==> src/hdl/mbe_pkg.sv <==
// Package for the multibrot escape-time evaluator: widths, constants, payload
// and command types, and the 32-bit saturation helper.
// No dependencies; every other file in hdl/ uses it by scoped name.
`default_nettype none

package mbe_pkg;

    // Frame and number format
    localparam int MAX_WIDTH  = 1024;
    localparam int MAX_HEIGHT = 1024;
    localparam int FRAC_BITS  = 28;

    // Field widths
    localparam int PIX_W   = 10;
    localparam int DATA_W  = 32;
    localparam int STEP_W  = 31;
    localparam int ITER_W  = 12;
    localparam int EXP_W   = 4;
    localparam int CNT_K_W = 3;
    localparam int IDX_W   = 3;

    // Shared multiplier: one spare bit so magnitudes up to 2^31 stay positive
    localparam int MUL_W  = DATA_W + 1;
    localparam int PROD_W = 2 * MUL_W;
    localparam int P64_W  = 2 * DATA_W;
    localparam int FL_W   = P64_W - FRAC_BITS;
    localparam int SAT_W  = PROD_W;

    // Exponent limits
    localparam int EXP_MIN = 2;
    localparam int EXP_MAX = 8;

    // Register indexes on the configuration port
    localparam logic [IDX_W-1:0] CFG_ORIGIN_RE = 3'd0;
    localparam logic [IDX_W-1:0] CFG_ORIGIN_IM = 3'd1;
    localparam logic [IDX_W-1:0] CFG_STEP_RE   = 3'd2;
    localparam logic [IDX_W-1:0] CFG_STEP_IM   = 3'd3;
    localparam logic [IDX_W-1:0] CFG_MAX_ITER  = 3'd4;
    localparam logic [IDX_W-1:0] CFG_RADIUS    = 3'd5;
    localparam logic [IDX_W-1:0] CFG_EXPONENT  = 3'd6;

    // Reset values of the registers
    localparam logic signed [DATA_W-1:0] RST_ORIGIN_RE = -32'sd536870912;
    localparam logic signed [DATA_W-1:0] RST_ORIGIN_IM = -32'sd268435456;
    localparam logic [STEP_W-1:0]        RST_STEP_RE   = 31'd10066329;
    localparam logic [STEP_W-1:0]        RST_STEP_IM   = 31'd21474836;
    localparam logic [ITER_W-1:0]        RST_MAX_ITER  = 12'd64;
    localparam logic [STEP_W-1:0]        RST_RADIUS    = 31'd805306368;
    localparam logic [EXP_W-1:0]         RST_EXPONENT  = 4'd2;

    // Multiplier operand selection
    localparam logic [3:0] MS_NONE = 4'd0;
    localparam logic [3:0] MS_PX   = 4'd1;
    localparam logic [3:0] MS_PY   = 4'd2;
    localparam logic [3:0] MS_RAD  = 4'd3;
    localparam logic [3:0] MS_RR   = 4'd4;
    localparam logic [3:0] MS_II   = 4'd5;
    localparam logic [3:0] MS_RI   = 4'd6;
    localparam logic [3:0] MS_IR   = 4'd7;
    localparam logic [3:0] MS_QR   = 4'd8;
    localparam logic [3:0] MS_QI   = 4'd9;

    // Use of the registered product
    localparam logic [3:0] AO_NONE   = 4'd0;
    localparam logic [3:0] AO_CR     = 4'd1;
    localparam logic [3:0] AO_CI     = 4'd2;
    localparam logic [3:0] AO_R2     = 4'd3;
    localparam logic [3:0] AO_RE_LD  = 4'd4;
    localparam logic [3:0] AO_RE_SUB = 4'd5;
    localparam logic [3:0] AO_IM_LD  = 4'd6;
    localparam logic [3:0] AO_W      = 4'd7;
    localparam logic [3:0] AO_ADDC   = 4'd8;
    localparam logic [3:0] AO_SQ     = 4'd9;

    typedef struct packed {
        logic [PIX_W-1:0] pixel_x;
        logic [PIX_W-1:0] pixel_y;
    } pixel_t;

    typedef struct packed {
        logic              escaped;
        logic [ITER_W-1:0] escape_round;
    } result_t;

    typedef struct packed {
        logic signed [DATA_W-1:0] origin_re;
        logic signed [DATA_W-1:0] origin_im;
        logic [STEP_W-1:0]        step_re;
        logic [STEP_W-1:0]        step_im;
        logic [ITER_W-1:0]        max_iterations;
        logic [STEP_W-1:0]        escape_radius;
        logic [EXP_W-1:0]         exponent;
    } cfg_t;

    typedef struct packed {
        logic       ld_pix;
        logic       clr_z;
        logic [3:0] mul_sel;
        logic [3:0] acc_op;
    } dp_cmd_t;

    typedef struct packed {
        logic escape;
    } dp_stat_t;

    // Clamp a wide signed value to the 32-bit signed range
    function automatic logic signed [DATA_W-1:0] sat_data(input logic signed [SAT_W-1:0] v);
        logic fits;
        fits = (&v[SAT_W-1:DATA_W-1]) || !(|v[SAT_W-1:DATA_W-1]);
        if (fits) begin
            return v[DATA_W-1:0];
        end else if (v[SAT_W-1]) begin
            return {1'b1, {(DATA_W-1){1'b0}}};
        end else begin
            return {1'b0, {(DATA_W-1){1'b1}}};
        end
    endfunction

endpackage

`default_nettype wire

==> src/hdl/mbe_cfg.sv <==
// Configuration register file of the escape-time evaluator.
// Depends on mbe_pkg for the register indexes, reset values and cfg_t.
`default_nettype none

module mbe_cfg (
    input  wire logic                       aclk,
    input  wire logic                       aresetn,
    input  wire logic                       cfg_valid,
    output logic                            cfg_ready,
    input  wire logic [mbe_pkg::IDX_W-1:0]  cfg_index,
    input  wire logic [mbe_pkg::DATA_W-1:0] cfg_data,
    output mbe_pkg::cfg_t                   cfg
);

    mbe_pkg::cfg_t cfg_reg, cfg_next;

    // Always ready: a word is written in the cycle it arrives
    assign cfg_ready = 1'b1;
    assign cfg       = cfg_reg;

    // Decode the index and take the low bits of the word
    always_comb begin
        cfg_next = cfg_reg;
        if (cfg_valid) begin
            case (cfg_index)
                mbe_pkg::CFG_ORIGIN_RE: cfg_next.origin_re      = cfg_data;
                mbe_pkg::CFG_ORIGIN_IM: cfg_next.origin_im      = cfg_data;
                mbe_pkg::CFG_STEP_RE:   cfg_next.step_re        = cfg_data[mbe_pkg::STEP_W-1:0];
                mbe_pkg::CFG_STEP_IM:   cfg_next.step_im        = cfg_data[mbe_pkg::STEP_W-1:0];
                mbe_pkg::CFG_MAX_ITER:  cfg_next.max_iterations = cfg_data[mbe_pkg::ITER_W-1:0];
                mbe_pkg::CFG_RADIUS:    cfg_next.escape_radius  = cfg_data[mbe_pkg::STEP_W-1:0];
                mbe_pkg::CFG_EXPONENT:  cfg_next.exponent       = cfg_data[mbe_pkg::EXP_W-1:0];
                default: ;
            endcase
        end
    end

    always_ff @(posedge aclk) begin
        if (!aresetn) begin
            cfg_reg.origin_re      <= mbe_pkg::RST_ORIGIN_RE;
            cfg_reg.origin_im      <= mbe_pkg::RST_ORIGIN_IM;
            cfg_reg.step_re        <= mbe_pkg::RST_STEP_RE;
            cfg_reg.step_im        <= mbe_pkg::RST_STEP_IM;
            cfg_reg.max_iterations <= mbe_pkg::RST_MAX_ITER;
            cfg_reg.escape_radius  <= mbe_pkg::RST_RADIUS;
            cfg_reg.exponent       <= mbe_pkg::RST_EXPONENT;
        end else begin
            cfg_reg <= cfg_next;
        end
    end

endmodule

`default_nettype wire

==> config.mk <==
export PLATFORM = sky130hd
export DESIGN_NAME = mbe_cfg
export DESIGN_NICKNAME = d
export VERILOG_FILES = /design/src/hdl/mbe_pkg.sv /design/src/hdl/mbe_cfg.sv
export SDC_FILE = /design/constraint.sdc
export NUM_CORES = 1
export LEC_CHECK = 0
export ABC_AREA = 1
export BUFFER_PORTS_ARGS = -buffer_cell sky130_fd_sc_hd__buf_2
export CAP_MARGIN = 10
export CORE_MARGIN = 1
export CORE_UTILIZATION = 46
export DETAILED_ROUTE_END_ITERATION = 8
export PLACE_DENSITY = 0.76
export SLEW_MARGIN = 10
export SYNTH_ARGS = -nofsm -noshare
export SYNTH_HDL_FRONTEND = slang
export SYNTH_SLANG_ARGS = --single-unit
==> constraint.sdc <==
create_clock -name aclk -period 0.9 [get_ports aclk]
set_input_delay 0.135 -clock aclk [delete_from_list [all_inputs] [get_ports aclk]]
set_output_delay 0.135 -clock aclk [all_outputs]
set_load 0.01 [all_outputs]
Word level (Yosys, flattened, before mapping)
Index checks and enable logic that the tools add are counted.
{"block": "totals", "wordCells": 21, "ff_bits": 173, "in_bits": 38}
{"block": "classes", "eq_ne": 6, "reduce_logical": 8}
{"operator": "$reduce_and 2->1", "count": 7}
{"operator": "$eq 3x3->1 const B", "count": 3}
{"operator": "$eq 3x2->1 const B", "count": 2}
{"operator": "$eq 3x1->1 const B", "count": 1}
{"operator": "$logic_not 3->1", "count": 1}

Logic depth before layout (Yosys ltp)
{"block": "logic_depth", "ltp_word": 2, "depth_mapped": 7, "mapped_depth_nobuf": 5}

Worst setup path after synthesis
OpenSTA, ideal clock, no wires.
{"block": "synth_path", "path_type": "input-to-reg", "startpoint": "input port cfg_valid", "endpoint": "register cfg_reg, in the netlist cfg[153]", "slack_ps": -42, "arrival_time_ps": 829, "n_path_buf": 2, "setup_ps": 113, "path_stages": 7, "cell_sequence": "inv_1 -> nor2_4 -> buf_2 -> buf_4 -> nand3_1 -> nand2_1 -> nor2_1"}
{"block": "synth_via", "elab_chain_cells": 1}
{"element": "start, declared", "line_no": "mbe_cfg.sv:8", "source": "input wire logic cfg_valid,"}
{"element": "$reduce_and 2->1 (no line)"}
{"element": "end signal, assigned", "line_no": "mbe_cfg.sv:48", "source": "cfg_reg <= cfg_next;"}
{"element": "end, declared", "line_no": "mbe_cfg.sv:15", "source": "mbe_pkg::cfg_t cfg_reg, cfg_next;"}
Every way passes these cells.
A chain may end at the register's enable or synchronous reset.

Worst setup path in the final report
{"block": "layout_path", "startpoint": "register cfg_reg, in the netlist cfg[129]", "endpoint": "output port cfg[129] in the netlist's numbering"}
{"element": "end, declared", "line_no": "mbe_cfg.sv:12", "source": "output mbe_pkg::cfg_t cfg"}
No word-level cell between the ends.

==> impl_metrics.tcl <==
set metrics [dict create \
    status "complete, but fails checks" \
    failed_checks "setup timing" \
    critPathKind "reg -> out" \
    grt_usage 0.3464 \
    ys_ff_latch 173 \
    max_cap_violations 0 \
    tightestPinTransition_ps 508.4 \
    grt_max_degree 39 \
    synthCells 956 \
    rows 43 \
    cts_buffers 17 \
    synth.top_cell.area_share 0.5156 \
    fin_nets 1254 \
    h-tree-depth 4 \
    die_w_um 122.8 \
    path_buf_inv 1 \
    cp.required_ps 760 \
    r2r_cells 4 \
    leakage_nw 4.948 \
    grt_pass1_vias 7370 \
    clock-skew-final_ps 0 \
    hpwl_mm 14.98 \
    core_um2 14040 \
    ys_warn_count 0 \
    finalCritPeriodShare 1.156 \
    worst-path-stages 1 \
    drc_errors 0 \
    synth.distinct_cells 14 \
    synth_adder_area_share 0 \
    muxShareOfSynthArea 0 \
    routed_wl_mm 26.15 \
    worst_ep_arrival_time_ps 910 \
    synth_top_cell_by_area "dfxtp_1" \
    overflow 0 \
    fillers 932 \
    syn_area_per_cell_um2 7.026 \
    synth-simple-area-share 0.4136 \
    grt_pass1_wl_mm 38.57 \
    rsz0062_at_grt "true" \
    synth_top_family_by_area "simple AND/OR/NAND/NOR gates" \
    holdPathStages 2 \
    io_buffers 210 \
    yosysSeqAreaShare 0.5156 \
    final_max_slew_viol_count 0 \
    dp_cells 1336 \
    pin_count 212 \
    endpoint_kind "primary output" \
    area_delta_synth_final_pct 60.69 \
    cp_slowest_stage_delay_ps 360 \
    utilization 0.7686 \
    min_path_type "in -> reg" \
    start_util 0.4783 \
    cts_sinks 173 \
    critPathMaxFanout 2 \
    instances_no_fill 1409 \
    hold_viol 0 \
    synth_area_um2 6716 \
    cts_tree "yes" \
    start_kind "register" \
    die_y_um 122.8 \
    synth_xor_area_frac 0 \
    final_antenna_net_count 0 \
    route.detailed.wl_per_inst_um 18.56 \
    slew_headroom 0.6607 \
    viasPerCell 5.346 \
    clockBufferDepth 2 \
    slowest_stage "dfxtp_2" \
    dr.pass1.iters 6 \
    max-vdd-ir-drop_mv 1.367 \
    path_clk_slew_ps 70 \
    setup_viol 174 \
    antenna_found_initial 0 \
    crit_chain "buf_6" \
    dr_total_vias 7532 \
    largest_reg_flops 173 \
    drt_iter0_markers 661 \
    synth.net_count 994 \
    gp_congestion 0.8412 \
    drive_gt1_frac 0.4288 \
    power_density_nw_per_um2 1660 \
    synth-compound-area-share 0.001490 \
    cts_root_buf "clkbuf_16" \
    worst_skew_pair.late_latency_ps 430 \
    fmax_mhz 961.5 \
    layout_setup_ws_ps -140.0 \
    yosys-top-cells-area "dfxtp_1 52%, nor2_1 16%, nand3_1 13%" \
    fin_crit_ps 1040 \
    diodes 0 \
    dieArea_um2 15090 \
    critPathTopFamily "flip-flops" \
]
-- cells by family after synthesis --
logic type,Yosys count
compound gates,2
buf+inv,103
flops,173
other cells,1
simple gates,677
-- layout by cell type, fill, tap and decap left out, drive strengths merged --
cell,instances
inv,35
dlygate4sd3,23
bufinv,1
conb,1
nand3,173
nor2,287
dlymetal6s4s,2
clkinv,4
dfxtp,173
clkbuf,23
clkinvlp,6
nand2,217
buf,282
o21ai,2
-- repair_timing --
item | in CTS | in global routing
hold endpoints to repair | 30 | 0
gates resized for setup | 353 | 36
cloned | 0 | 0
setup endpoints to repair | 173 | 234
buffers inserted | 5 | 17
pin swaps | 0 | 9
hold buffers | 25 | 0
-- area by class of cell --
type	count	area, µm²	share of cell area
flip-flops and latches	173	3680	0.3409
repair buffers	307	3292	0.3050
multi-input cells	680	2884	0.2672
clock buffers	23	478.0	0.04428
well taps	180	225.2	0.02087
inverters	37	146.4	0.01356
clock inverters	9	87.58	0.008115
-- worst paths after layout --
kind                  from       end  slack (ps)
setup / recovery  cfg[129]  cfg[129]        -140
hold / removal     aresetn   cfg[51]          20
setup reg to reg   cfg[45]   cfg[45]          90
hold reg to reg    cfg[71]   cfg[71]         460
-- Yosys cell counts --
master / count
o21ai_0: 2
nor2_4: 1
inv_2: 4
nand2_1: 217
buf_2: 27
buf_1: 7
clkbuf_1: 21
nor2_1: 281
buf_4: 11
nor2_2: 5
dfxtp_1: 173
nand3_1: 173
conb_1: 1
inv_1: 33
-- per-stage QoR --
step	cell area [µm²]	power [mW]	TNS, ps	worst slack [ps]	hold WS (ps)
6_report	10790	17.92	-19630	-140.0	22.31
5_1_grt	10790	18.47	-23220	-162.5	31.08
4_1_cts	10600	17.72	-19500	-135.9	18.16
3_5_place_dp	8448	10.29	-38260	-374.6	356.6
3_3_place_gp	8448	10.26	-36740	-300.8	347.9
2_1_floorplan	6719	9.291	-367.9	-20.18	248.2
-- report_power, final --
group	switching, mW	internal (mW)	total, mW	leakage (nW)
clock	3.06	4.02	7.08	0.265
sequential	0.217	7.98	8.20	1.46
combinational	1.41	1.22	2.64	3.23
total	4.69	13.2	17.9	4.95
-- layer usage --
metal  wire length, µm  global-route usage  up-vias  share of wire
met5                 0                   0        -              0
met4              1735              0.2256        0          0.066
met3              2249              0.1018      141          0.086
met2             12490              0.5579      444           0.48
met1              9667              0.3996     3440           0.37
li1                  -                   -     3507              -
Note: power is estimated with default switching activity, not from simulation.
