===== src/hdl/mbe_pkg.sv =====
// Package for the multibrot escape-time evaluator: widths, constants, payload
// and command types, and the 32-bit saturation helper.
// No dependencies; every other file in hdl/ uses it by scoped name.
`default_nettype none

package mbe_pkg;

    // Frame and number format
    localparam int MAX_WIDTH  = 1024;
    localparam int MAX_HEIGHT = 1024;
    localparam int FRAC_BITS  = 28;

    // Field widths
    localparam int PIX_W   = 10;
    localparam int DATA_W  = 32;
    localparam int STEP_W  = 31;
    localparam int ITER_W  = 12;
    localparam int EXP_W   = 4;
    localparam int CNT_K_W = 3;
    localparam int IDX_W   = 3;

    // Shared multiplier: one spare bit so magnitudes up to 2^31 stay positive
    localparam int MUL_W  = DATA_W + 1;
    localparam int PROD_W = 2 * MUL_W;
    localparam int P64_W  = 2 * DATA_W;
    localparam int FL_W   = P64_W - FRAC_BITS;
    localparam int SAT_W  = PROD_W;

    // Exponent limits
    localparam int EXP_MIN = 2;
    localparam int EXP_MAX = 8;

    // Register indexes on the configuration port
    localparam logic [IDX_W-1:0] CFG_ORIGIN_RE = 3'd0;
    localparam logic [IDX_W-1:0] CFG_ORIGIN_IM = 3'd1;
    localparam logic [IDX_W-1:0] CFG_STEP_RE   = 3'd2;
    localparam logic [IDX_W-1:0] CFG_STEP_IM   = 3'd3;
    localparam logic [IDX_W-1:0] CFG_MAX_ITER  = 3'd4;
    localparam logic [IDX_W-1:0] CFG_RADIUS    = 3'd5;
    localparam logic [IDX_W-1:0] CFG_EXPONENT  = 3'd6;

    // Reset values of the registers
    localparam logic signed [DATA_W-1:0] RST_ORIGIN_RE = -32'sd536870912;
    localparam logic signed [DATA_W-1:0] RST_ORIGIN_IM = -32'sd268435456;
    localparam logic [STEP_W-1:0]        RST_STEP_RE   = 31'd10066329;
    localparam logic [STEP_W-1:0]        RST_STEP_IM   = 31'd21474836;
    localparam logic [ITER_W-1:0]        RST_MAX_ITER  = 12'd64;
    localparam logic [STEP_W-1:0]        RST_RADIUS    = 31'd805306368;
    localparam logic [EXP_W-1:0]         RST_EXPONENT  = 4'd2;

    // Multiplier operand selection
    localparam logic [3:0] MS_NONE = 4'd0;
    localparam logic [3:0] MS_PX   = 4'd1;
    localparam logic [3:0] MS_PY   = 4'd2;
    localparam logic [3:0] MS_RAD  = 4'd3;
    localparam logic [3:0] MS_RR   = 4'd4;
    localparam logic [3:0] MS_II   = 4'd5;
    localparam logic [3:0] MS_RI   = 4'd6;
    localparam logic [3:0] MS_IR   = 4'd7;
    localparam logic [3:0] MS_QR   = 4'd8;
    localparam logic [3:0] MS_QI   = 4'd9;

    // Use of the registered product
    localparam logic [3:0] AO_NONE   = 4'd0;
    localparam logic [3:0] AO_CR     = 4'd1;
    localparam logic [3:0] AO_CI     = 4'd2;
    localparam logic [3:0] AO_R2     = 4'd3;
    localparam logic [3:0] AO_RE_LD  = 4'd4;
    localparam logic [3:0] AO_RE_SUB = 4'd5;
    localparam logic [3:0] AO_IM_LD  = 4'd6;
    localparam logic [3:0] AO_W      = 4'd7;
    localparam logic [3:0] AO_ADDC   = 4'd8;
    localparam logic [3:0] AO_SQ     = 4'd9;

    typedef struct packed {
        logic [PIX_W-1:0] pixel_x;
        logic [PIX_W-1:0] pixel_y;
    } pixel_t;

    typedef struct packed {
        logic              escaped;
        logic [ITER_W-1:0] escape_round;
    } result_t;

    typedef struct packed {
        logic signed [DATA_W-1:0] origin_re;
        logic signed [DATA_W-1:0] origin_im;
        logic [STEP_W-1:0]        step_re;
        logic [STEP_W-1:0]        step_im;
        logic [ITER_W-1:0]        max_iterations;
        logic [STEP_W-1:0]        escape_radius;
        logic [EXP_W-1:0]         exponent;
    } cfg_t;

    typedef struct packed {
        logic       ld_pix;
        logic       clr_z;
        logic [3:0] mul_sel;
        logic [3:0] acc_op;
    } dp_cmd_t;

    typedef struct packed {
        logic escape;
    } dp_stat_t;

    // Clamp a wide signed value to the 32-bit signed range
    function automatic logic signed [DATA_W-1:0] sat_data(input logic signed [SAT_W-1:0] v);
        logic fits;
        fits = (&v[SAT_W-1:DATA_W-1]) || !(|v[SAT_W-1:DATA_W-1]);
        if (fits) begin
            return v[DATA_W-1:0];
        end else if (v[SAT_W-1]) begin
            return {1'b1, {(DATA_W-1){1'b0}}};
        end else begin
            return {1'b0, {(DATA_W-1){1'b1}}};
        end
    endfunction

endpackage

`default_nettype wire


===== src/hdl/mbe_dp.sv =====
// Datapath of the escape-time evaluator: pixel register, one shared 33x33
// signed multiplier with registered product, point, z, w and magnitude registers.
// Depends on mbe_pkg; driven by commands from mbe_ctrl.
`default_nettype none

module mbe_dp (
    input  wire logic            aclk,
    input  wire mbe_pkg::pixel_t s_data,
    input  wire mbe_pkg::cfg_t   cfg,
    input  wire mbe_pkg::dp_cmd_t cmd,
    output mbe_pkg::dp_stat_t    stat
);

    localparam int DW  = mbe_pkg::DATA_W;
    localparam int MW  = mbe_pkg::MUL_W;
    localparam int PW  = mbe_pkg::PROD_W;
    localparam int P64 = mbe_pkg::P64_W;
    localparam int FW  = mbe_pkg::FL_W;
    localparam int SW  = mbe_pkg::SAT_W;
    localparam int XW  = mbe_pkg::PIX_W;

    logic [XW-1:0]          px_reg, py_reg;
    logic signed [PW-1:0]   prod_reg;
    logic signed [DW-1:0]   cr_reg, ci_reg;
    logic signed [DW-1:0]   zr_reg, zi_reg, wr_reg, wi_reg;
    logic signed [FW:0]     acc_re_reg, acc_im_reg;
    logic [P64-1:0]         r2_reg, sq_reg;

    logic [XW-1:0]          px_clamp, py_clamp;
    logic signed [MW-1:0]   op_a, op_b;
    logic signed [MW-1:0]   zr_ext, zi_ext, wr_ext, wi_ext, zr_abs, zi_abs;
    logic signed [FW-1:0]   fl_val;
    logic signed [FW:0]     fl_ext, im_sum;
    logic signed [SW-1:0]   cr_sum, ci_sum;
    logic signed [MW-1:0]   add_re, add_im;
    logic [P64-1:0]         mag_sum;

    // Clamp pixel coordinates to the frame
    always_comb begin
        px_clamp = s_data.pixel_x;
        py_clamp = s_data.pixel_y;
        if (int'(s_data.pixel_x) > mbe_pkg::MAX_WIDTH - 1) begin
            px_clamp = XW'(mbe_pkg::MAX_WIDTH - 1);
        end
        if (int'(s_data.pixel_y) > mbe_pkg::MAX_HEIGHT - 1) begin
            py_clamp = XW'(mbe_pkg::MAX_HEIGHT - 1);
        end
    end

    // Extend z and w by one bit and form the magnitudes of z
    assign zr_ext = {zr_reg[DW-1], zr_reg};
    assign zi_ext = {zi_reg[DW-1], zi_reg};
    assign wr_ext = {wr_reg[DW-1], wr_reg};
    assign wi_ext = {wi_reg[DW-1], wi_reg};
    assign zr_abs = zr_reg[DW-1] ? -zr_ext : zr_ext;
    assign zi_abs = zi_reg[DW-1] ? -zi_ext : zi_ext;

    // Select multiplier operands
    always_comb begin
        op_a = '0;
        op_b = '0;
        case (cmd.mul_sel)
            mbe_pkg::MS_PX: begin
                op_a = {{(MW-XW){1'b0}}, px_reg};
                op_b = {{(MW-mbe_pkg::STEP_W){1'b0}}, cfg.step_re};
            end
            mbe_pkg::MS_PY: begin
                op_a = {{(MW-XW){1'b0}}, py_reg};
                op_b = {{(MW-mbe_pkg::STEP_W){1'b0}}, cfg.step_im};
            end
            mbe_pkg::MS_RAD: begin
                op_a = {{(MW-mbe_pkg::STEP_W){1'b0}}, cfg.escape_radius};
                op_b = {{(MW-mbe_pkg::STEP_W){1'b0}}, cfg.escape_radius};
            end
            mbe_pkg::MS_RR: begin
                op_a = wr_ext;
                op_b = zr_ext;
            end
            mbe_pkg::MS_II: begin
                op_a = wi_ext;
                op_b = zi_ext;
            end
            mbe_pkg::MS_RI: begin
                op_a = wr_ext;
                op_b = zi_ext;
            end
            mbe_pkg::MS_IR: begin
                op_a = wi_ext;
                op_b = zr_ext;
            end
            mbe_pkg::MS_QR: begin
                op_a = zr_abs;
                op_b = zr_abs;
            end
            mbe_pkg::MS_QI: begin
                op_a = zi_abs;
                op_b = zi_abs;
            end
            default: ;
        endcase
    end

    // Product shifted down by the fraction width, rounding toward minus infinity
    assign fl_val = prod_reg[P64-1:mbe_pkg::FRAC_BITS];
    assign fl_ext = {fl_val[FW-1], fl_val};
    assign im_sum = acc_im_reg + fl_ext;

    // Point, z + c and magnitude sums
    assign cr_sum  = prod_reg + {{(SW-DW){cfg.origin_re[DW-1]}}, cfg.origin_re};
    assign ci_sum  = prod_reg + {{(SW-DW){cfg.origin_im[DW-1]}}, cfg.origin_im};
    assign add_re  = wr_ext + {cr_reg[DW-1], cr_reg};
    assign add_im  = wi_ext + {ci_reg[DW-1], ci_reg};
    assign mag_sum = sq_reg + prod_reg[P64-1:0];

    assign stat.escape = mag_sum > r2_reg;

    always_ff @(posedge aclk) begin
        prod_reg <= op_a * op_b;
        if (cmd.ld_pix) begin
            px_reg <= px_clamp;
            py_reg <= py_clamp;
        end
        if (cmd.clr_z) begin
            zr_reg <= '0;
            zi_reg <= '0;
            wr_reg <= '0;
            wi_reg <= '0;
        end
        case (cmd.acc_op)
            mbe_pkg::AO_CR:     cr_reg     <= mbe_pkg::sat_data(cr_sum);
            mbe_pkg::AO_CI:     ci_reg     <= mbe_pkg::sat_data(ci_sum);
            mbe_pkg::AO_R2:     r2_reg     <= prod_reg[P64-1:0];
            mbe_pkg::AO_RE_LD:  acc_re_reg <= fl_ext;
            mbe_pkg::AO_RE_SUB: acc_re_reg <= acc_re_reg - fl_ext;
            mbe_pkg::AO_IM_LD:  acc_im_reg <= fl_ext;
            mbe_pkg::AO_W: begin
                wr_reg <= mbe_pkg::sat_data({{(SW-FW-1){acc_re_reg[FW]}}, acc_re_reg});
                wi_reg <= mbe_pkg::sat_data({{(SW-FW-1){im_sum[FW]}}, im_sum});
            end
            mbe_pkg::AO_ADDC: begin
                zr_reg <= mbe_pkg::sat_data({{(SW-MW){add_re[MW-1]}}, add_re});
                zi_reg <= mbe_pkg::sat_data({{(SW-MW){add_im[MW-1]}}, add_im});
                wr_reg <= mbe_pkg::sat_data({{(SW-MW){add_re[MW-1]}}, add_re});
                wi_reg <= mbe_pkg::sat_data({{(SW-MW){add_im[MW-1]}}, add_im});
            end
            mbe_pkg::AO_SQ:     sq_reg     <= prod_reg[P64-1:0];
            default: ;
        endcase
    end

endmodule

`default_nettype wire


===== config.mk =====
export PLATFORM = sky130hd
export DESIGN_NAME = mbe_dp
export DESIGN_NICKNAME = d
export VERILOG_FILES = /design/src/hdl/mbe_pkg.sv /design/src/hdl/mbe_dp.sv
export SDC_FILE = /design/constraint.sdc
export NUM_CORES = 2
export LEC_CHECK = 0
export ABC_AREA = 1
export BUFFER_PORTS_ARGS = -buffer_cell sky130_fd_sc_hd__buf_2
export CORE_MARGIN = 5
export CORE_UTILIZATION = 40
export DETAILED_ROUTE_END_ITERATION = 8
export PLACE_DENSITY = 0.51
export SLEW_MARGIN = 40
export SYNTH_ARGS = -nofsm -noshare
export SYNTH_HDL_FRONTEND = slang
export SYNTH_SLANG_ARGS = --single-unit

===== constraint.sdc =====
create_clock -name aclk -period 21.1 [get_ports aclk]
set_input_delay 2.11 -clock aclk [delete_from_list [all_inputs] [get_ports aclk]]
set_output_delay 2.11 -clock aclk [all_outputs]
set_load 0.05 [all_outputs]

# After elaboration in Yosys (flattened, before gate mapping)
# Index checks and enable logic that the tools add are counted.
# word_totals
inputBits	204
ff_bits	479
out_inout_bits	1
# classes
eq_ne	18
mul	1
n_addsub	9
n_mux	22
reduce_logical	31
order_cmp	1
# op_table
cell	n
32-bit 2-to-1 mux	15
33-bit one-hot mux with 7 select lines	2
66-bit adder	2
32-bit one-hot mux with 2 select lines	2
37-bit one-hot mux with 2 select lines	1
35-bit AND reduction	2
35-bit OR reduction	2
32-bit by 32-bit adder with 33-bit output	2
33-bit by 33-bit multiplier with 66-bit output	1
33-bit 2-to-1 mux	2
32-bit negation with 33-bit output	2
64-bit adder	1
64-bit > comparator	1
36-bit by 36-bit adder with 37-bit output	1
37-bit by 36-bit subtractor with 37-bit output	1
4-bit by 3-bit equality test with 1-bit output, second input constant	8
4-bit by 2-bit equality test with 1-bit output, second input constant	4
4-bit equality test, second input constant	4
6-bit AND reduction	2
2-bit OR reduction	6
6-bit OR reduction	2
4-bit by 1-bit equality test with 1-bit output, second input constant	2
1-bit logical NOT	6
1-bit logical OR	6
other kinds (3)	5

# Depth between registers and ports, before layout
# logic_depth
word_depth	6
mapped_depth	48
mapped_depth_nobuf	47

# Least setup slack after synthesis
# No wires, ideal clock.
# synth_path
path_kind	input -> register
from	in cmd[6] in the netlist's numbering
to	reg prod_reg[63]
setup_time_ns	0.072
path_slack_ns	10.461
stages	34
path_buffers	3
arrival_ns	10.567
cell_sequence	nor2_1 -> nand3_1 -> inv_1 -> clkbuf_1 -> clkbuf_1 -> a221oi_1 -> nand2_1 -> nor2_1 -> inv_1 -> clkbuf_1 -> nand2_1 -> fa_1 -> inv_1 -> fa_1 -> fa_1 -> inv_1 -> fa_1 -> inv_1 -> fa_1 -> fa_1 -> fa_1 -> inv_1 -> fa_1 -> inv_1 -> ha_1 -> nand2_1 -> nor2_1 -> inv_1 -> nor2_1 -> inv_1 -> nor4_1 -> nand3_1 -> o21ai_0 -> xor2_1
# synth_via
elab_chain_len	4
elab_cells_between_ends	16
# synth_rtl
element	line	text
start: declaration	mbe_dp.sv:10	input wire mbe_pkg::dp_cmd_t cmd,
4-bit by 3-bit equality test with 1-bit output	mbe_dp.sv:62	case (cmd.mul_sel)
2-bit OR reduction (no line)	--	
33-bit one-hot mux with 7 select lines	mbe_dp.sv:62	
33-bit by 33-bit multiplier with 66-bit output *	mbe_dp.sv:118	prod_reg <= op_a * op_b;
end signal: assignment	mbe_dp.sv:118	
end: declaration	mbe_dp.sv:23	logic signed [PW-1:0] prod_reg;
# Mark *: on every way between the ends. The rest lies on a longest branch, timed or not.
# A chain may end at the register's enable or synchronous reset.

# Worst setup path after layout
# layout_path
from	in cmd[4] in the netlist's numbering
to	reg prod_reg[47]
# The elaborated chain is that of the path after synthesis.

==> results.toml <==
[route]
wl_per_cell_um = 23.7
drcViolationCount = 0
wirelength_mm = 360
vias = 78863
drt-initial-drc-count = 7398
final_antenna_net_count = 0
avgViaCountPerCell = 5.20
dr.pass1.iters = 6

[sta]
hold_viol = 0
finalCriticalPeriod_ps = 11890
setup_viol = 0
fin_tns_setup_ps = 0
holdWs_ps = 673
worst_slew_pin_slew_ps = 964
slew_violations = 0
relSlewSlack_pct = 35.2
skew_ps = 47.4
rsz0062_at_grt = "no"
timing.fmax_mhz = 84.1
post-route-period-util_pct = 56.3

[global_route]
grt_max_degree = 65
grt-ovfl-total = 0
grt_pass1_wl_mm = 525
track_usage_pct = 31.2
grt_pass1_vias = 77858
antenna_found_initial = 41

[setup_path]
crit_path_max_fanout = 22
r2r_end = "prod_reg[47]"
slowest_delay_ps = 660
reg2reg_from = "zi_reg[1]"
endpoint_kind = "register"
cp_slowest_cell = "clkinv_1"
cpLargestDelayFamily = "adder cells"
cp-start-kind = "input pin"
crit_start = "cmd[4]"
reg2regPathDepth = 37
worstSetupPathType = "input pin to register"
reg2reg_slack_ps = 9640
required_ps = 21720
crit_buf_inv = 12
crit_arrival_ps = 12510

[yosys]
ys_seq_area_share_pct = 15.8
synth_top_cell_area_share_pct = 26.5
async_flop_share_pct = 0
yosysTopAreaCell = "fa_1"
post-synth-top-count-cell = "nand2_1"
syn_area_per_cell_sq_um = 7.18
ys_top_cells_by_count = "nand2_1, inv_1, fa_1, nor2_1, ha_1"
synth_cells = 12119
synth-seq-cells = 479
syn-num-nets = 14089
synth_area_leaders = "fa_1, nand2_1, edfxtp_1"
ys_warn_count = 0
synth.cell_area_sq_um = 87000
synth_cell_type_count = 69
ys.flop_type = "edfxtp_1"
synth_edf_count = 413

[layout]
instances_no_fill = 15165
layout-drive-gt1-share_pct = 5.08
syn_to_final_growth_pct = 7.56
finalNetCount = 14226
largest_reg_flops = 66

[cts]
cts.path.max_buffers = 3
worst_skew_pair.late_latency_ps = 710
cts_hold_buf = 0
cts-resized-gates = 0
cts.clk_slew.worst_paths_ps = 70
cts_tree = "done"
clock_sinks = 479
ctsRootBufferMaster = "clkbuf_16"
post_cts_buffers = 0
cts_made_buffers = 57
h-tree-depth = 2

[placed_design]
gp_congestion = 0.972
dp_cells = 15050
portBuffers = 188
dp_hpwl_mm = 300

[die]
die_y_um = 476
initial_core_util_pct = 40.1
rows = 171
die_x_um = 476
coreArea_sq_um = 217000
dieArea_sq_um = 227000
ioPinCount = 205

[pwr]
power_density_nw_per_um2 = 120
leakage_uw = 0.0521
irDropWorstVdd_mv = 0.117

[run]
cap_violations = 0

[hold_path]
worstHoldStart = "prod_reg[60]"
min_path_type = "register to register"
holdPathEnd = "acc_im_reg[32]"
hold_depth = 1

[status]
status = "finished, final reports clean"
area by class of cell:
class / instances / area (sq um)
diodes: 7 / 17.5
clock buffers: 69 / 1490
clock inverters: 38 / 372
fillers: 22735 / 123000
inverters: 2986 / 11200
multi-input cells: 8379 / 60900
flip-flops and latches: 479 / 13700
well taps: 2854 / 3570
repair buffers: 353 / 2270
power by group:
part	internal, uW	switching (uW)
Clock	559	472
Combinational	2670	6160
Sequential	1280	126
routing by layer:
layer / wire length [um] / global-route usage (%) / vias to the layer above
li1: - / - / 36906
met1: 164000 / 45.4 / 38517
met2: 152000 / 47.0 / 2968
met3: 28000 / 5.08 / 466
met4: 15300 / 10.9 / 6
met5: 34 / 0 / -
worst max-delay path by stage:
stage,end,depth (start not counted)
after floorplan,prod_reg[63],34
after global placement,prod_reg[43],36
after detailed placement,prod_reg[47],36
after CTS,prod_reg[47],36
after global routing,prod_reg[47],36
final,prod_reg[47],36
per-stage QoR:
| stage | setup slack, ps | total power (uW) | instance area, sq um | util (%) |
|---|---|---|---|---|
| final | 9210 | 11300 | 93600 | 43.2 |
| after global routing | 8790 | 12200 | 93600 | 43.2 |
| after CTS | 9300 | 11200 | 93500 | 43.1 |
| after detailed placement | 8610 | 10100 | 91700 | 42.3 |
| after global placement | 8150 | 10000 | 91500 | 42.2 |
| after floorplan | 10460 | 6740 | 87000 | - |
cell usage in the layout, fill, tap and decap left out, types with 198 or more instances in the layout:
cell type and count:
ha_1 614, fa_1 1152, a21oi_1 519, xor2_1 198, inv_1 2946, o21ai_0 302, edfxtp_1 413, nand2_1 3589
nor2_1 857, nand3_1 352
worst register-to-register path, delay by kind of cell, from the launching register on:
family                     cells  cell delay [ps]
AOI/OAI and AO/OA              9             2360
xor gates and xnor gates       1              130
adders and majority gates     10             4660
buffers and inverters          8             1530
DFF                            1              460
and+or+nand+nor                9             2240
kinds of logic after synthesis:
kind of cell | synth area share [%]
and+or+nand+nor | 24.1
buffers and inverters | 14.5
adders and majority gates | 35.3
AOI/OAI and AO/OA | 7.47
DFF | 15.8
xor gates and xnor gates | 2.81
No activity file was read; power rests on OpenSTA's default activity.
