File: src/hdl/mbe_pkg.sv
// Package for the multibrot escape-time evaluator: widths, constants, payload
// and command types, and the 32-bit saturation helper.
// No dependencies; every other file in hdl/ uses it by scoped name.
`default_nettype none

package mbe_pkg;

    // Frame and number format
    localparam int MAX_WIDTH  = 1024;
    localparam int MAX_HEIGHT = 1024;
    localparam int FRAC_BITS  = 28;

    // Field widths
    localparam int PIX_W   = 10;
    localparam int DATA_W  = 32;
    localparam int STEP_W  = 31;
    localparam int ITER_W  = 12;
    localparam int EXP_W   = 4;
    localparam int CNT_K_W = 3;
    localparam int IDX_W   = 3;

    // Shared multiplier: one spare bit so magnitudes up to 2^31 stay positive
    localparam int MUL_W  = DATA_W + 1;
    localparam int PROD_W = 2 * MUL_W;
    localparam int P64_W  = 2 * DATA_W;
    localparam int FL_W   = P64_W - FRAC_BITS;
    localparam int SAT_W  = PROD_W;

    // Exponent limits
    localparam int EXP_MIN = 2;
    localparam int EXP_MAX = 8;

    // Register indexes on the configuration port
    localparam logic [IDX_W-1:0] CFG_ORIGIN_RE = 3'd0;
    localparam logic [IDX_W-1:0] CFG_ORIGIN_IM = 3'd1;
    localparam logic [IDX_W-1:0] CFG_STEP_RE   = 3'd2;
    localparam logic [IDX_W-1:0] CFG_STEP_IM   = 3'd3;
    localparam logic [IDX_W-1:0] CFG_MAX_ITER  = 3'd4;
    localparam logic [IDX_W-1:0] CFG_RADIUS    = 3'd5;
    localparam logic [IDX_W-1:0] CFG_EXPONENT  = 3'd6;

    // Reset values of the registers
    localparam logic signed [DATA_W-1:0] RST_ORIGIN_RE = -32'sd536870912;
    localparam logic signed [DATA_W-1:0] RST_ORIGIN_IM = -32'sd268435456;
    localparam logic [STEP_W-1:0]        RST_STEP_RE   = 31'd10066329;
    localparam logic [STEP_W-1:0]        RST_STEP_IM   = 31'd21474836;
    localparam logic [ITER_W-1:0]        RST_MAX_ITER  = 12'd64;
    localparam logic [STEP_W-1:0]        RST_RADIUS    = 31'd805306368;
    localparam logic [EXP_W-1:0]         RST_EXPONENT  = 4'd2;

    // Multiplier operand selection
    localparam logic [3:0] MS_NONE = 4'd0;
    localparam logic [3:0] MS_PX   = 4'd1;
    localparam logic [3:0] MS_PY   = 4'd2;
    localparam logic [3:0] MS_RAD  = 4'd3;
    localparam logic [3:0] MS_RR   = 4'd4;
    localparam logic [3:0] MS_II   = 4'd5;
    localparam logic [3:0] MS_RI   = 4'd6;
    localparam logic [3:0] MS_IR   = 4'd7;
    localparam logic [3:0] MS_QR   = 4'd8;
    localparam logic [3:0] MS_QI   = 4'd9;

    // Use of the registered product
    localparam logic [3:0] AO_NONE   = 4'd0;
    localparam logic [3:0] AO_CR     = 4'd1;
    localparam logic [3:0] AO_CI     = 4'd2;
    localparam logic [3:0] AO_R2     = 4'd3;
    localparam logic [3:0] AO_RE_LD  = 4'd4;
    localparam logic [3:0] AO_RE_SUB = 4'd5;
    localparam logic [3:0] AO_IM_LD  = 4'd6;
    localparam logic [3:0] AO_W      = 4'd7;
    localparam logic [3:0] AO_ADDC   = 4'd8;
    localparam logic [3:0] AO_SQ     = 4'd9;

    typedef struct packed {
        logic [PIX_W-1:0] pixel_x;
        logic [PIX_W-1:0] pixel_y;
    } pixel_t;

    typedef struct packed {
        logic              escaped;
        logic [ITER_W-1:0] escape_round;
    } result_t;

    typedef struct packed {
        logic signed [DATA_W-1:0] origin_re;
        logic signed [DATA_W-1:0] origin_im;
        logic [STEP_W-1:0]        step_re;
        logic [STEP_W-1:0]        step_im;
        logic [ITER_W-1:0]        max_iterations;
        logic [STEP_W-1:0]        escape_radius;
        logic [EXP_W-1:0]         exponent;
    } cfg_t;

    typedef struct packed {
        logic       ld_pix;
        logic       clr_z;
        logic [3:0] mul_sel;
        logic [3:0] acc_op;
    } dp_cmd_t;

    typedef struct packed {
        logic escape;
    } dp_stat_t;

    // Clamp a wide signed value to the 32-bit signed range
    function automatic logic signed [DATA_W-1:0] sat_data(input logic signed [SAT_W-1:0] v);
        logic fits;
        fits = (&v[SAT_W-1:DATA_W-1]) || !(|v[SAT_W-1:DATA_W-1]);
        if (fits) begin
            return v[DATA_W-1:0];
        end else if (v[SAT_W-1]) begin
            return {1'b1, {(DATA_W-1){1'b0}}};
        end else begin
            return {1'b0, {(DATA_W-1){1'b1}}};
        end
    endfunction

endpackage

`default_nettype wire

File: src/hdl/mbe_ctrl.sv
// Controller of the escape-time evaluator: sequencer over the shared
// multiplier, round and product counters, and the result register.
// Depends on mbe_pkg; commands mbe_dp and reads its escape status.
`default_nettype none

module mbe_ctrl (
    input  wire logic              aclk,
    input  wire logic              aresetn,
    input  wire logic              s_valid,
    output logic                   s_ready,
    output logic                   m_valid,
    input  wire logic              m_ready,
    output mbe_pkg::result_t       m_data,
    input  wire mbe_pkg::cfg_t     cfg,
    output mbe_pkg::dp_cmd_t       cmd,
    input  wire mbe_pkg::dp_stat_t stat
);

    localparam int IW = mbe_pkg::ITER_W;
    localparam int KW = mbe_pkg::CNT_K_W;

    localparam logic [3:0] S_IDLE = 4'd0;
    localparam logic [3:0] S_PX   = 4'd1;
    localparam logic [3:0] S_PY   = 4'd2;
    localparam logic [3:0] S_RAD  = 4'd3;
    localparam logic [3:0] S_R2   = 4'd4;
    localparam logic [3:0] S_M0   = 4'd5;
    localparam logic [3:0] S_M1   = 4'd6;
    localparam logic [3:0] S_M2   = 4'd7;
    localparam logic [3:0] S_M3   = 4'd8;
    localparam logic [3:0] S_M4   = 4'd9;
    localparam logic [3:0] S_ADD  = 4'd10;
    localparam logic [3:0] S_Q0   = 4'd11;
    localparam logic [3:0] S_Q1   = 4'd12;
    localparam logic [3:0] S_CMP  = 4'd13;
    localparam logic [3:0] S_DONE = 4'd14;

    logic [3:0]       state_reg, state_next;
    logic [IW-1:0]    d_reg, d_next;
    logic [KW-1:0]    k_reg, k_next;
    logic             esc_reg, esc_next;
    logic [IW-1:0]    round_reg, round_next;
    logic             m_valid_reg, m_valid_next;
    mbe_pkg::result_t res_reg, res_next;

    logic [mbe_pkg::EXP_W-1:0] p_eff;
    logic [KW-1:0]    n_mul;
    logic             last_mul, last_round, out_free;

    // Clamp the exponent; p-1 complex products per round
    always_comb begin
        p_eff = cfg.exponent;
        if (int'(cfg.exponent) < mbe_pkg::EXP_MIN) begin
            p_eff = mbe_pkg::EXP_W'(mbe_pkg::EXP_MIN);
        end else if (int'(cfg.exponent) > mbe_pkg::EXP_MAX) begin
            p_eff = mbe_pkg::EXP_W'(mbe_pkg::EXP_MAX);
        end
    end
    assign n_mul      = KW'(p_eff - 4'd1);
    assign last_mul   = ({1'b0, k_reg} + {{KW{1'b0}}, 1'b1}) == {1'b0, n_mul};
    assign last_round = ({1'b0, d_reg} + {{IW{1'b0}}, 1'b1}) == {1'b0, cfg.max_iterations};
    assign out_free   = !m_valid_reg || m_ready;

    assign s_ready = (state_reg == S_IDLE);
    assign m_valid = m_valid_reg;
    assign m_data  = res_reg;

    // Sequence the datapath and step the counters
    always_comb begin
        state_next   = state_reg;
        d_next       = d_reg;
        k_next       = k_reg;
        esc_next     = esc_reg;
        round_next   = round_reg;
        m_valid_next = m_valid_reg;
        res_next     = res_reg;
        cmd.ld_pix   = 1'b0;
        cmd.clr_z    = 1'b0;
        cmd.mul_sel  = mbe_pkg::MS_NONE;
        cmd.acc_op   = mbe_pkg::AO_NONE;

        if (m_valid_reg && m_ready) begin
            m_valid_next = 1'b0;
        end

        case (state_reg)
            S_IDLE: begin
                if (s_valid) begin
                    cmd.ld_pix = 1'b1;
                    state_next = S_PX;
                end
            end
            S_PX: begin
                cmd.mul_sel = mbe_pkg::MS_PX;
                state_next  = S_PY;
            end
            S_PY: begin
                cmd.mul_sel = mbe_pkg::MS_PY;
                cmd.acc_op  = mbe_pkg::AO_CR;
                state_next  = S_RAD;
            end
            S_RAD: begin
                cmd.mul_sel = mbe_pkg::MS_RAD;
                cmd.acc_op  = mbe_pkg::AO_CI;
                cmd.clr_z   = 1'b1;
                state_next  = S_R2;
            end
            S_R2: begin
                cmd.acc_op = mbe_pkg::AO_R2;
                d_next     = '0;
                k_next     = '0;
                esc_next   = 1'b0;
                round_next = '0;
                state_next = (cfg.max_iterations == '0) ? S_DONE : S_M0;
            end
            S_M0: begin
                cmd.mul_sel = mbe_pkg::MS_RR;
                state_next  = S_M1;
            end
            S_M1: begin
                cmd.mul_sel = mbe_pkg::MS_II;
                cmd.acc_op  = mbe_pkg::AO_RE_LD;
                state_next  = S_M2;
            end
            S_M2: begin
                cmd.mul_sel = mbe_pkg::MS_RI;
                cmd.acc_op  = mbe_pkg::AO_RE_SUB;
                state_next  = S_M3;
            end
            S_M3: begin
                cmd.mul_sel = mbe_pkg::MS_IR;
                cmd.acc_op  = mbe_pkg::AO_IM_LD;
                state_next  = S_M4;
            end
            S_M4: begin
                cmd.acc_op = mbe_pkg::AO_W;
                if (last_mul) begin
                    state_next = S_ADD;
                end else begin
                    k_next     = k_reg + 1'b1;
                    state_next = S_M0;
                end
            end
            S_ADD: begin
                cmd.acc_op = mbe_pkg::AO_ADDC;
                state_next = S_Q0;
            end
            S_Q0: begin
                cmd.mul_sel = mbe_pkg::MS_QR;
                state_next  = S_Q1;
            end
            S_Q1: begin
                cmd.mul_sel = mbe_pkg::MS_QI;
                cmd.acc_op  = mbe_pkg::AO_SQ;
                state_next  = S_CMP;
            end
            S_CMP: begin
                if (stat.escape) begin
                    esc_next   = 1'b1;
                    round_next = d_reg;
                    state_next = S_DONE;
                end else if (last_round) begin
                    state_next = S_DONE;
                end else begin
                    d_next     = d_reg + 1'b1;
                    k_next     = '0;
                    state_next = S_M0;
                end
            end
            S_DONE: begin
                // Hold until the result register can take the word
                if (out_free) begin
                    m_valid_next          = 1'b1;
                    res_next.escaped      = esc_reg;
                    res_next.escape_round = round_reg;
                    state_next            = S_IDLE;
                end
            end
            default: begin
                state_next = S_IDLE;
            end
        endcase
    end

    always_ff @(posedge aclk) begin
        if (!aresetn) begin
            state_reg   <= S_IDLE;
            m_valid_reg <= 1'b0;
        end else begin
            state_reg   <= state_next;
            m_valid_reg <= m_valid_next;
        end
        d_reg     <= d_next;
        k_reg     <= k_next;
        esc_reg   <= esc_next;
        round_reg <= round_next;
        res_reg   <= res_next;
    end

    a_accept_starts: assert property (@(posedge aclk) disable iff (!aresetn)
        (s_valid && s_ready) |=> (state_reg == S_PX))
        else $error("accepted pixel did not start the point setup");

    a_round_advance: assert property (@(posedge aclk) disable iff (!aresetn)
        (state_reg == S_CMP && state_next == S_M0) |=> (d_reg == $past(d_reg) + 1'b1))
        else $error("round counter did not advance on a new round");

    a_no_escape_round_zero: assert property (@(posedge aclk) disable iff (!aresetn)
        (m_valid_reg && !res_reg.escaped) |-> (res_reg.escape_round == '0))
        else $error("round reported for a point that did not escape");

    a_result_needs_done: assert property (@(posedge aclk) disable iff (!aresetn)
        (!m_valid_reg && m_valid_next) |-> (state_reg == S_DONE))
        else $error("result word raised outside the finishing state");

endmodule

`default_nettype wire

File: config.mk
export PLATFORM = sky130hd
export DESIGN_NAME = mbe_ctrl
export DESIGN_NICKNAME = d
export VERILOG_FILES = /design/src/hdl/mbe_pkg.sv /design/src/hdl/mbe_ctrl.sv
export SDC_FILE = /design/constraint.sdc
export NUM_CORES = 1
export LEC_CHECK = 0
export BUFFER_PORTS_ARGS = -buffer_cell sky130_fd_sc_hd__buf_2
export CAP_MARGIN = 20
export CELL_PAD_IN_SITES_DETAIL_PLACEMENT = 1
export CELL_PAD_IN_SITES_GLOBAL_PLACEMENT = 1
export CORE_MARGIN = 8
export CORE_UTILIZATION = 28
export CTS_CLUSTER_SIZE = 24
export DETAILED_ROUTE_END_ITERATION = 10
export MAX_ROUTING_LAYER = met4
export PLACE_DENSITY = 0.89
export SLEW_MARGIN = 20
export SYNTH_ARGS = -nofsm -noshare
export SYNTH_HDL_FRONTEND = slang
export SYNTH_SLANG_ARGS = --single-unit
File: constraint.sdc
create_clock -name aclk -period 4.1 [get_ports aclk]
set_input_delay 0.82 -clock aclk [delete_from_list [all_inputs] [get_ports aclk]]
set_output_delay 0.82 -clock aclk [all_outputs]
set_load 0.01 [all_outputs]
Yosys cells after proc, flatten, opt, wreduce, memory -nomap -nowiden
Cells that the tools add are included.

cells by class
  $mul = 0
  reduce and logical (&&, ||, !) cells = 12
  multiplexer cells = 28
  equal/unequal tests = 22
  shift operators = 0
  $add $sub $neg = 5
  divide/modulo/power cells = 0
  bitwise gates (word level) = 0
  order comparisons = 2

operator list
  kind                   number
  $pmux 4 s9             2
  $pmux 4 s15            1
  $pmux 12 s2            2
  $mux 12                3
  $eq 4x4->1 const B     7
  $mux 4                 6
  $eq 4x3->1 const B     4
  $mux 3                 5
  $add 12x1->13 const B  1
  $eq 13x12->1           1
  $add 12x1->12 const B  1
  $logic_not 12->1       1
  $ne 2x2->1 const B     6
  $pmux 3 s3             1
  $eq 4x2->1 const B     2
  $mux 1                 7
  $reduce_and 2->1       3
  $add 3x1->4 const B    1
  $eq 4x1->1 const B     1
  $eq 4x3->1             1
  $gt 4x4->1 const B     1
  $logic_not 4->1        1
  $lt 4x2->1 const B     1
  $reduce_and 4->1       1
  other kinds (9)        9

word-level totals
  output and inout port bits = 25
  register bits after elaboration = 46
  bits of input ports = 178
  bits in read-only memories = 0
  RAM bits = 0
  logic and storage cells = 77
  memories kept = 0
  bits in latches = 0

Logic depth before layout (Yosys ltp)
  depth in word-level cells = 7
  depth in mapped cells = 8
  gate-level depth less buffers = 8

Worst setup path before layout
Ideal clock, no wire load.

  kind = reg2reg
  start = register d_reg[0]
  end = register d_reg[0], enable pin
  buffers on the path = 0
  period minus slack after synthesis = 3.019 ns
  setup time = 0.401 ns
  data required time = 3.699 ns
  cell stages (with the launch flop) = 8
  data arrival time = 2.618 ns
  path slack = 1.081 ns
  cell sequence = edfxtp_1 -> ha_1 -> nand3_2 -> nor3_4 -> mux2_4 -> mux2i_2 -> nor4_4 -> o31ai_1

on the way
  word-level cells in the longest chain between the ends = 4

RTL lines
  element                            RTL line         source
  start: declaration                 mbe_ctrl.sv:39   logic [IW-1:0] d_reg, d_next;
  start signal: assignment           mbe_ctrl.sv:193  d_reg <= d_next;
  $add 12x1->13                      mbe_ctrl.sv:61   assign last_round = ({1'b0, d_reg} + {{IW{1'b0}}, 1'b1}) == {1'b0, cfg.max_iterations};
  $eq 13x12->1                       mbe_ctrl.sv:61
  $ne 2x2->1 (no source line)        n/a
  $reduce_and 3->1 (no source line)  n/a

Every way passes these cells.
A chain may end at the register's enable or synchronous reset.

==> out/results.ini <==
[route]
drt-pass1-iter-count = 4
wl_mm = 6.56
ant_nets = 0
wl_per_cell_um = 16.4
vias = 2007
drtIter0Drc = 75
vias_per_cell = 5.02
drc = 0

[clock_network]
postCtsSetupRepairBufs = 0
clock_latency_ps = 300
clkTransAtPathRegs_ps = 80
cts_hold_buf = 0
cts_num_sinks = 46
cts_buffer_depth = 2
root_buffer = clkbuf_8
cts_tree = done
cts.htree.levels = 2
cts_buffers = 5
ctsResizeCount = 0

[sta]
finalSetupViolCount = 0
rsz0062_at_grt = no
period_needed_ps = 2830
worstMarginPinSlew_ps = 957
period_share_pct = 69.0
max_slew_margin_pct = 36.0
skew_ps = 8.24
fin_setup_tns_ps = 0
fmax_ghz = 0.353
hold_viol_final = 0
slew_viol_final = 0

[yosys]
synth_compound_area_share_pct = 11.6
yosys_warnings = 0
synth_edf_count = 41
synth-xor-area-share_pct = 9.49
yosysUniqueCellTypes = 55
yosys.area_share.adder_pct = 1.43
postSynth.asyncResetShare_pct = 0
avgSynthCellArea_um2 = 10.7
syn-instance-count = 245
synthFlopType = edfxtp_1
synth_top_family_by_area = simple AND/OR/NAND/NOR gates
syn_area_um2 = 2630
ys_seq_area_share_pct = 50.7
synthMuxAreaShare_pct = 1.48
ys_ff_latch = 46
synthesis.nets = 426
synth-simple-area-share_pct = 21.8

[setup_path]
r2r_cells = 8
cp_top_family = flip-flops
crit_arrival_ps = 2010
required_ps = 3280
crit_fanout = 17
r2r-start = d_reg[0]
startpoint = state_reg[0]
slowest_stage = dfxtp_1
cp_num_cells = 5
crit_path_end = cmd[7]
path_class = register to output pin
crit_buf_inv = 2
r2r_end = d_reg[7]
ff2ff_setup_slack_ps = 1370
slowest_delay_ps = 690
crit_chain = inv_1, or3_1, o21ai_0, and2_1, buf_2
start_kind = register
crit_path_end_kind = output pin

[global_routing]
grt_start_max_net_pins = 20
gr-total-overflow = 0
grt_usage_pct = 11.1
antenna_found_initial = 1
grt_pass1_wl_mm = 11.0
grt_pass1_vias = 2155

[finish]
largest_register_ff_count = 13
area_growth_pct = 15.9
final_nets = 468
n_fill_cell = 1054
fin_cells = 400
layout_commonest_cell = buf_2
layout_common_cells = 45 x buf_2, 41 x edfxtp_1, 27 x nor2_1, 18 x nand2_1, 16 x xnor2_1
drive_gt1_share_pct = 23.6

[power]
pwr-share-comb_pct = 12.8
power_density_nw_per_um2 = 302
vdd_ir_drop_max_v = 0.000125
seq_power_share_pct = 58.1
p_leak_nw = 1.16
p_int_mw = 0.684
p_sw_share_pct = 25.4
p_clk_share_pct = 29.2
switchingPower_mw = 0.233
p_total_mw = 0.917

[placement]
dp_cells = 391
hpwl_mm = 5.35
port_buffers = 45
place.gp.congestion = 0.883

[run]
drv_cap = 0

[floorplan]
die_height_um = 113
ios = 203
start_util_pct = 28.7
num_rows = 35
dieArea_um2 = 12700
die_x_um = 113
core_area_um2 = 9150

[worst_hold_path]
min_path_type = register to register

[run_status]
status = complete, no violations

power groups by stage:
stage	combinational, mW	sequential [mW]	clock (mW)
floorplan	0.0836	0.529	0
global placement	0.113	0.542	0
detailed placement	0.119	0.543	0
CTS	0.119	0.532	0.278
global route	0.132	0.535	0.293
finish	0.117	0.533	0.268
metal layers:
metal | wire length, um | track usage, % | vias to the layer above
met4 | 100 | 4.32 | 0
met5 | 0 | - | -
li1 | - | - | 974
met2 | 2980 | 17.2 | 66
met3 | 593 | 3.73 | 7
met1 | 2880 | 13.1 | 960
synthesized netlist by cell type, types with 4 or more instances:
library cell / count / share of area (%)
nor2_1: 27 / 3.9
a21oi_1: 8 / 1.5
o21ai_0: 10 / 1.9
nand2b_1: 4 / 0.95
nor2b_1: 6 / 1.4
clkbuf_1: 9 / 1.3
xor2_1: 8 / 2.7
nand3_1: 7 / 1.3
xnor2_1: 16 / 5.3
and3_1: 5 / 1.2
and2_1: 15 / 3.6
edfxtp_1: 41 / 47
inv_1: 9 / 1.3
dfxtp_1: 5 / 3.8
nand2_1: 18 / 2.6
how the worst min path moves through the flow:
stage,depth (start not counted),slack (ps),end,startpoint
2_1_floorplan,0,400,m_data[0],round_reg[0]
3_3_place_gp,0,400,m_data[6],round_reg[6]
3_5_place_dp,0,410,m_data[9],round_reg[9]
4_1_cts,0,430,m_data[9],round_reg[9]
5_1_grt,0,450,m_data[6],round_reg[6]
6_report,0,420,m_data[10],round_reg[10]
cell type report:
cell class / instances / area, um^2 / share of cell area, %
Tap cell: 111 / 139 / 4.57
Timing Repair Buffer: 47 / 240 / 7.90
Sequential cell: 46 / 1330 / 43.8
Clock buffer: 5 / 68.8 / 2.26
Clock inverter: 3 / 18.8 / 0.617
Multi-Input combinational cell: 178 / 1210 / 39.7
Antenna cell: 1 / 2.50 / 0.0823
Inverter: 9 / 33.8 / 1.11
worst register-to-register path: stages (launching register included):
cell,delay (ps)
edfxtp_1,520
ha_1,310
xnor2_1,310
xnor2_1,110
nor4_1,360
nand4_2,170
nor4_4,390
o31ai_1,110
buf_4,200
metrics by stage:
stage / hold slack [ps] / worst slack (ps) / instance area (um^2) / utilization (%)
floorplan: 400 / 1080 / 2630 / -
global placement: 402 / 1270 / 2950 / 32.2
detailed placement: 407 / 1130 / 2950 / 32.2
CTS: 427 / 1280 / 3040 / 33.2
global route: 447 / 1110 / 3040 / 33.2
finish: 424 / 1270 / 3040 / 33.2
cells by family after synthesis:
kind of cell | after synthesis
simple gates | 103
flops | 46
compound gates | 43
xor+xnor | 26
buf+inv | 21
mux | 3
fa+ha+maj | 3
Power figures use the tool's default switching activity.
